===== src/rtl/escd_pkg.sv =====
// Package for the escape sequence decoder: request types, decoder state,
// character codes and limits shared by the decode logic, top level and checker.
// No dependencies.
package escd_pkg;

  // Largest number of results that one input request can cause
  localparam int unsigned MaxRes = 6;
  localparam int unsigned ResCntW = $clog2(MaxRes + 1);
  localparam int unsigned ResIdxW = $clog2(MaxRes);
  // Hex digits kept for replaying a surrogate escape
  localparam int unsigned NumDigits = 4;

  // Character codes
  localparam logic [15:0] ChBslash = 16'h005C;
  localparam logic [15:0] ChLowerN = 16'h006E;
  localparam logic [15:0] ChLowerR = 16'h0072;
  localparam logic [15:0] ChLowerT = 16'h0074;
  localparam logic [15:0] ChLowerX = 16'h0078;
  localparam logic [15:0] ChLowerU = 16'h0075;
  localparam logic [15:0] ChLf     = 16'h000A;
  localparam logic [15:0] ChCr     = 16'h000D;
  localparam logic [15:0] ChTab    = 16'h0009;

  // Surrogate code unit range
  localparam logic [15:0] SurrLo = 16'hD800;
  localparam logic [15:0] SurrHi = 16'hDFFF;

  // Digit limits per escape kind
  localparam logic [2:0] MaxDigitsX = 3'd2;
  localparam logic [2:0] MaxDigitsU = 3'd4;

  typedef enum logic [1:0] {
    PH_NORMAL = 2'd0,
    PH_BSLASH = 2'd1,
    PH_HEX    = 2'd2
  } phase_e;

  typedef struct packed {
    phase_e      phase;
    logic        kind_u;
    logic [15:0] value;
    logic [2:0]  count;
  } dec_state_t;

  typedef logic [NumDigits-1:0][6:0] digit_chars_t;
  typedef logic [MaxRes-1:0][15:0]   res_list_t;

  typedef struct packed {
    logic [15:0] in_char;
    logic        is_final;
  } in_req_t;

  typedef struct packed {
    logic [15:0] out_char;
    logic        run_last;
    logic        string_end;
  } out_req_t;

endpackage


===== src/rtl/escape_sequence_decoder.sv =====
// Top level of the C-style escape sequence decoder: escape state registers
// and the result buffer that drains one character per cycle unless stalled.
// Depends on escd_pkg and escd_decode.
//
// The decoder takes one UTF-16 code unit per request and returns its decoded
// characters one per cycle while out_stall_i is low, the first of them in the
// cycle after the request is taken. Plain text thus streams at one character
// per clock; a request that causes several results (up to six, for a surrogate
// \u escape replayed as text) holds off further requests until they drain,
// and the next request is taken in the cycle its last result leaves. The result
// buffer is loaded in one go and shifted out. run_last marks the final result
// of each request and string_end the final result of a string. A request that
// only opens or extends an escape returns nothing.
module escape_sequence_decoder (
  input  logic              clk_i,
  input  logic              rst_ni,
  input  logic              in_valid_i,
  output logic              in_stall_o,
  input  escd_pkg::in_req_t in_req_i,
  output logic              out_valid_o,
  input  logic              out_stall_i,
  output escd_pkg::out_req_t out_req_o
);

  escd_pkg::dec_state_t         state_q, state_d;
  escd_pkg::digit_chars_t       chars_q, chars_d;
  escd_pkg::res_list_t          buf_q, res_list;
  logic [escd_pkg::ResCntW-1:0] left_q, res_cnt;
  logic                         fin_q;
  logic                         in_take;
  logic                         out_take;

  escd_decode u_decode (
    .req_i     (in_req_i),
    .state_i   (state_q),
    .chars_i   (chars_q),
    .state_o   (state_d),
    .chars_o   (chars_d),
    .res_o     (res_list),
    .res_cnt_o (res_cnt)
  );

  // Take a request once the buffer is empty or its last result is leaving
  assign in_stall_o  = (left_q > 1) || (left_q == 1 && out_stall_i);
  assign in_take     = in_valid_i && !in_stall_o;
  assign out_valid_o = (left_q != '0);
  assign out_take    = out_valid_o && !out_stall_i;

  // Escape state
  always_ff @(posedge clk_i or negedge rst_ni) begin
    if (!rst_ni) begin
      state_q <= '{phase: escd_pkg::PH_NORMAL, kind_u: 1'b0, value: '0, count: '0};
    end else if (in_take) begin
      state_q <= state_d;
    end
  end

  // Hex digit characters, only read after being written in the same escape
  always_ff @(posedge clk_i) begin
    if (in_take) begin
      chars_q <= chars_d;
    end
  end

  // Result count and string end flag
  always_ff @(posedge clk_i or negedge rst_ni) begin
    if (!rst_ni) begin
      left_q <= '0;
      fin_q  <= 1'b0;
    end else if (in_take) begin
      left_q <= res_cnt;
      fin_q  <= in_req_i.is_final;
    end else if (out_take) begin
      left_q <= left_q - 1'b1;
    end
  end

  // Load the result list, shift it down as results leave
  always_ff @(posedge clk_i) begin
    if (in_take) begin
      buf_q <= res_list;
    end else if (out_take) begin
      buf_q <= escd_pkg::res_list_t'(buf_q >> 16);
    end
  end

  assign out_req_o.out_char   = buf_q[0];
  assign out_req_o.run_last   = (left_q == 1);
  assign out_req_o.string_end = (left_q == 1) && fin_q;

endmodule


===== src/rtl/escd_decode.sv =====
// Combinational decode of one input character against the escape state.
// Produces the next state and the list of result characters for the request.
// Depends on escd_pkg.
module escd_decode (
  input  escd_pkg::in_req_t                  req_i,
  input  escd_pkg::dec_state_t               state_i,
  input  escd_pkg::digit_chars_t             chars_i,
  output escd_pkg::dec_state_t               state_o,
  output escd_pkg::digit_chars_t             chars_o,
  output escd_pkg::res_list_t                res_o,
  output logic [escd_pkg::ResCntW-1:0]       res_cnt_o
);

  logic [15:0]                  c;
  logic                         is_hex;
  logic [3:0]                   dig;
  logic [2:0]                   max_digits;
  logic [15:0]                  letter;
  logic                         surrogate;
  logic                         do_fin;
  logic                         emit_c;
  logic [15:0]                  c_val;
  logic                         tail_bs;
  escd_pkg::dec_state_t         st;
  escd_pkg::digit_chars_t       ch;
  escd_pkg::res_list_t          res;
  logic [escd_pkg::ResCntW-1:0] n;

  assign c = req_i.in_char;

  // Classify the character as a hex digit
  always_comb begin
    is_hex = 1'b0;
    dig    = c[3:0];
    if (c >= 16'h0030 && c <= 16'h0039) begin
      is_hex = 1'b1;
    end else if ((c >= 16'h0061 && c <= 16'h0066) || (c >= 16'h0041 && c <= 16'h0046)) begin
      is_hex = 1'b1;
      dig    = c[3:0] + 4'd9;
    end
  end

  assign max_digits = state_i.kind_u ? escd_pkg::MaxDigitsU : escd_pkg::MaxDigitsX;

  // Advance the escape state and decide what this request emits
  always_comb begin
    st      = state_i;
    ch      = chars_i;
    do_fin  = 1'b0;
    emit_c  = 1'b0;
    c_val   = c;
    tail_bs = 1'b0;
    case (state_i.phase)
      escd_pkg::PH_BSLASH: begin
        st.phase = escd_pkg::PH_NORMAL;
        emit_c   = 1'b1;
        if (c == escd_pkg::ChLowerN) begin
          c_val = escd_pkg::ChLf;
        end else if (c == escd_pkg::ChLowerR) begin
          c_val = escd_pkg::ChCr;
        end else if (c == escd_pkg::ChLowerT) begin
          c_val = escd_pkg::ChTab;
        end else if (c == escd_pkg::ChLowerX || c == escd_pkg::ChLowerU) begin
          emit_c    = 1'b0;
          st.phase  = escd_pkg::PH_HEX;
          st.kind_u = (c == escd_pkg::ChLowerU);
          st.value  = '0;
          st.count  = '0;
        end
      end
      escd_pkg::PH_HEX: begin
        if (is_hex) begin
          st.value                  = {state_i.value[11:0], dig};
          ch[state_i.count[1:0]]    = c[6:0];
          st.count                  = state_i.count + 3'd1;
          if (st.count >= max_digits) begin
            do_fin   = 1'b1;
            st.phase = escd_pkg::PH_NORMAL;
          end
        end else begin
          // Close the pending escape, then treat the terminator as plain text
          do_fin = 1'b1;
          if (c == escd_pkg::ChBslash) begin
            st.phase = escd_pkg::PH_BSLASH;
          end else begin
            st.phase = escd_pkg::PH_NORMAL;
            emit_c   = 1'b1;
          end
        end
      end
      default: begin
        if (c == escd_pkg::ChBslash) begin
          st.phase = escd_pkg::PH_BSLASH;
        end else begin
          st.phase = escd_pkg::PH_NORMAL;
          emit_c   = 1'b1;
        end
      end
    endcase

    // Flush whatever is pending at the end of the string
    if (req_i.is_final) begin
      if (st.phase == escd_pkg::PH_BSLASH) begin
        tail_bs = 1'b1;
      end else if (st.phase == escd_pkg::PH_HEX) begin
        do_fin = 1'b1;
      end
      st.phase = escd_pkg::PH_NORMAL;
    end
  end

  assign letter    = st.kind_u ? escd_pkg::ChLowerU : escd_pkg::ChLowerX;
  assign surrogate = (st.value >= escd_pkg::SurrLo) && (st.value <= escd_pkg::SurrHi);

  // Pack the results in order: closed escape, plain character, trailing backslash
  always_comb begin
    res = '0;
    n   = '0;
    if (do_fin) begin
      if (st.count == 3'd0 || surrogate) begin
        res[n[escd_pkg::ResIdxW-1:0]] = escd_pkg::ChBslash;
        n = n + 1'b1;
        res[n[escd_pkg::ResIdxW-1:0]] = letter;
        n = n + 1'b1;
        if (surrogate) begin
          for (int k = 0; k < escd_pkg::NumDigits; k++) begin
            if (3'(k) < st.count) begin
              res[n[escd_pkg::ResIdxW-1:0]] = {9'd0, ch[k]};
              n = n + 1'b1;
            end
          end
        end
      end else begin
        res[n[escd_pkg::ResIdxW-1:0]] = st.value;
        n = n + 1'b1;
      end
    end
    if (emit_c) begin
      res[n[escd_pkg::ResIdxW-1:0]] = c_val;
      n = n + 1'b1;
    end
    if (tail_bs) begin
      res[n[escd_pkg::ResIdxW-1:0]] = escd_pkg::ChBslash;
      n = n + 1'b1;
    end
  end

  assign state_o   = st;
  assign chars_o   = ch;
  assign res_o     = res;
  assign res_cnt_o = n;

endmodule


===== config.mk =====
export PLATFORM = sky130hd
export DESIGN_NAME = escape_sequence_decoder
export DESIGN_NICKNAME = d
export VERILOG_FILES = /design/src/rtl/escd_pkg.sv /design/src/rtl/escape_sequence_decoder.sv /design/src/rtl/escd_decode.sv
export SDC_FILE = /design/constraint.sdc
export NUM_CORES = 1
export LEC_CHECK = 0
export ABC_CLOCK_PERIOD_IN_PS = 3800
export BUFFER_PORTS_ARGS = -buffer_cell sky130_fd_sc_hd__buf_2
export CAP_MARGIN = 20
export CORE_MARGIN = 2
export CORE_UTILIZATION = 34
export CTS_BUF_LIST = sky130_fd_sc_hd__clkbuf_8
export DETAILED_ROUTE_END_ITERATION = 16
export PLACE_DENSITY_LB_ADDON = 0.25
export SLEW_MARGIN = 25
export SYNTH_ARGS = -nofsm -noshare
export SYNTH_HDL_FRONTEND = slang
export SYNTH_SLANG_ARGS = --single-unit

===== constraint.sdc =====
create_clock -name clk_i -period 3.8 [get_ports clk_i]
set_input_delay 0.19 -clock clk_i [delete_from_list [all_inputs] [get_ports clk_i]]
set_output_delay 0.19 -clock clk_i [all_outputs]
set_load 0.02 [all_outputs]

==> impl_metrics.csv <==
group,metric,value,unit
logic_synthesis,synth.distinct_cells,79,
setup_path,crit_family,"simple AND/OR/NAND/NOR gates",
clock_tree,clk_pin_slew,100,ps
min_path,min-delay-start,"in_req_i[0]",
setup_path,rr_endpoint,"out_req_o[15]$_DFFE_PP_",
logic_synthesis,yosysWarnings,0,
global_route,antenna_found_initial,0,
power_and_ir_drop,p_per_area,540,nW/µm²
setup_path,cp-start-kind,"flip-flop",
min_path,min_path_type,"in2reg",
cells_and_area,final_nets,1013,
setup_path,cpMaxStageDelayCell,"or4_4",
timing,setup_viol,0,
clock_tree,clock_path_buffers,2,
logic_synthesis,yosysTopAreaCell,"edfxtp_1",
timing,slew_headroom,0.380,
power_and_ir_drop,irDropWorstVdd,286,µV
setup_path,arrival,3970,ps
detailed_routing,viasPerCell,5.35,
timing,worst_pin_slew,927,ps
placement,dpl.hpwl,17800,µm
logic_synthesis,syn_nets,890,
setup_path,path_cells,"inv_2, ha_4, buf_6, nand2b_1, o21ai_4, a22oi_2, or4_4, nor3_4, nor2_1, ha_2, nand2_1, o31a_1, clkinv_4, nor4_4, buf_4, buf_12, nor3_1",
die,fp.dieW,163,µm
die,ios,41,
timing,max_freq,266,MHz
logic_synthesis,syn-cell-area,8550,µm²
detailed_routing,wl,25400,µm
logic_synthesis,synth_seq_cells,150,
logic_synthesis,synth_cells,852,
placement,io_buffers,40,
timing,clock_skew,21.9,ps
setup_path,crit_required,4000,ps
placement,pre_cts_ws,-502,ps
global_route,grt_pass1_wl,38900,µm
cells_and_area,num-fill-cells,2432,
die,design.core.area,25000,µm²
flow_run,max_cap_violations,0,
clock_tree,ctsHtreeMaxLevel,4,
timing,final.period_utilization,0.991,
die,placementRows,58,
timing,rsz0062_at_grt,"yes",
timing,finalHoldViolCount,0,
logic_synthesis,syn-mean-instance-area,10.0,µm²
logic_synthesis,synth_most_common_cell,"nand2_1",
global_route,gr-total-overflow,0,
cells_and_area,drive_gt1_frac,0.296,
global_route,grt_usage,0.193,
detailed_routing,drt_pass1_iterations,5,
detailed_routing,wire_per_inst,19.3,µm
setup_path,end_kind,"flip-flop",
min_path,worstHoldEndpoint,"state_q[21]$_DFFE_PN0P_",
power_and_ir_drop,cellLeakagePower,4.03,nW
timing,slew_violations,0,
status,status,"finished, final reports clean",
detailed_routing,vias,7045,
setup_path,critPathMaxStageDelay,580,ps
timing,finalCriticalPeriod,3770,ps
setup_path,cp_max_fo,8,
clock_tree,tritoncts,"built",
detailed_routing,drt-initial-drc-count,600,
detailed_routing,drc_errors,0,
clock_tree,insertion_delay,460,ps
placement,place_congestion,0.896,
logic_synthesis,async_flop_share,0.173,
cells_and_area,n_antenna_cell,0,
logic_synthesis,synth-main-ff-cell,"edfxtp_1",
detailed_routing,ant_nets,0,
setup_path,r2r_slack,30,ps
timing,layout_setup_ws,34.5,ps
die,start_util,0.342,
setup_path,path_buf_inv,5,
logic_synthesis,synth_top_cell_area_share,0.436,
global_route,grt_pass1_vias,6807,
die,die_h,163,µm
clock_tree,cts.sinks,150,
setup_path,setup.worst_path.class,"reg2reg",
clock_tree,numCtsBuffers,17,
global_route,grt_max_degree,80,
logic_synthesis,synth_edf_count,124,
logic_synthesis,synth.area.top_cells,"edfxtp_1 (44%), dfrtp_1 (7.6%), o21ai_0 (7.2%)",
setup_path,worst-r2r-cell-count,17,
cells_and_area,multi_input_comb_area,4080,µm²
logic_synthesis,yosysSeqAreaShare,0.512,
timing,hold_ws,44.6,ps
min_path,hold_depth,2,
logic_synthesis,synth.cells.most_frequent,"nand2_1 (145), edfxtp_1 (124), o21ai_0 (123)",
power_and_ir_drop,design_power_total,5.77,mW
cells_and_area,synthToLayoutAreaGrowth,25.1,%
clock_tree,cts_root_buf,"clkbuf_8",
die,dieArea,26400,µm²
setup_path,r2r-start,"state_q[20]$_DFFE_PN0P_",
cells_and_area,regArea,4380,µm²
-- cell usage in the layout (no fill, tap or decap), drive strengths merged, types with 18 or more instances in the layout --
cell | netlist | layout
buf | 27 | 170
nand2 | 145 | 145
o21ai | 126 | 126
edfxtp | 124 | 124
nor2 | 69 | 69
dfrtp | 26 | 26
inv | 22 | 26
mux2 | 22 | 22
a21oi | 22 | 22
nand4 | 20 | 20
a41oi | 20 | 20
clkbuf | 41 | 18
and2 | 18 | 18
-- cells by family after synthesis --
group / Yosys count / share of synthesized area
buffers and inverters: 90 / 0.0506
and+or+nand+nor: 316 / 0.180
adders and majority gates: 17 / 0.0249
muxes: 25 / 0.0325
AOI/OAI and AO/OA: 246 / 0.189
DFF: 150 / 0.512
xor gates and xnor gates: 8 / 0.0113
-- final cells by class --
type / count / share of cell area
multi-input combinational: 612 / 0.381
clock inverter: 15 / 0.0181
tap: 330 / 0.0386
clock buffer: 17 / 0.0219
timing repair buffer: 172 / 0.122
sequential: 150 / 0.409
inverter: 22 / 0.00912
-- where the power goes --
part / leakage [nW] / switching [mW] / internal, mW
clock network: 0.212 / 0.791 / 0.516
registers: 1.49 / 0.164 / 2.49
logic: 2.33 / 1.17 / 0.645
total: 4.03 / 2.12 / 3.65
-- metrics by stage --
stage	TNS, ps	utilization	area (µm²)	cells
after floorplan	-5270	-	8650	852
after global placement	-20070	0.394	9850	1269
after detailed placement	-24220	0.394	9850	1269
after CTS	-2.43	0.413	10300	1303
after global routing	-1480	0.429	10700	1318
final	0	0.429	10700	1318
-- registers in the layout, indices dropped and copies added (netlist names) --
signal     flops
chars_q       28
out_req_o     16
fin_q          1
state_q       22
left_q         3
buf_q         80
-- worst max-delay path by stage --
stage,startpoint,to,slack (ps),depth (start not counted)
2_1_floorplan,in_req_i[1],out_req_o[10]$_DFFE_PP_,-340,19
3_3_place_gp,in_req_i[2],out_req_o[15]$_DFFE_PP_,-420,18
3_5_place_dp,in_req_i[2],out_req_o[15]$_DFFE_PP_,-500,18
4_1_cts,in_req_i[2],buf_q[64]$_DFFE_PP_,-2,17
5_1_grt,state_q[21]$_DFFE_PN0P_,out_req_o[15]$_DFFE_PP_,-100,19
6_report,state_q[20]$_DFFE_PN0P_,out_req_o[15]$_DFFE_PP_,30,17
-- routing by layer --
| layer | track usage | routed length, µm |
|---|---|---|
| met1 | 0.260 | 11500 |
| met2 | 0.316 | 12100 |
| met3 | 0.0280 | 1010 |
| met4 | 0.0748 | 813 |
| met5 | 0 | 0 |
-- repair_timing --
action	CTS	global route
endpoints found under the setup margin	33	58
endpoints found under the hold margin	26	0
pin swaps	2	21
cloned	0	1
hold buffers	1	0
gates resized for setup	5	52
buffers inserted	1	14
No activity file was read; power rests on OpenSTA's default activity.
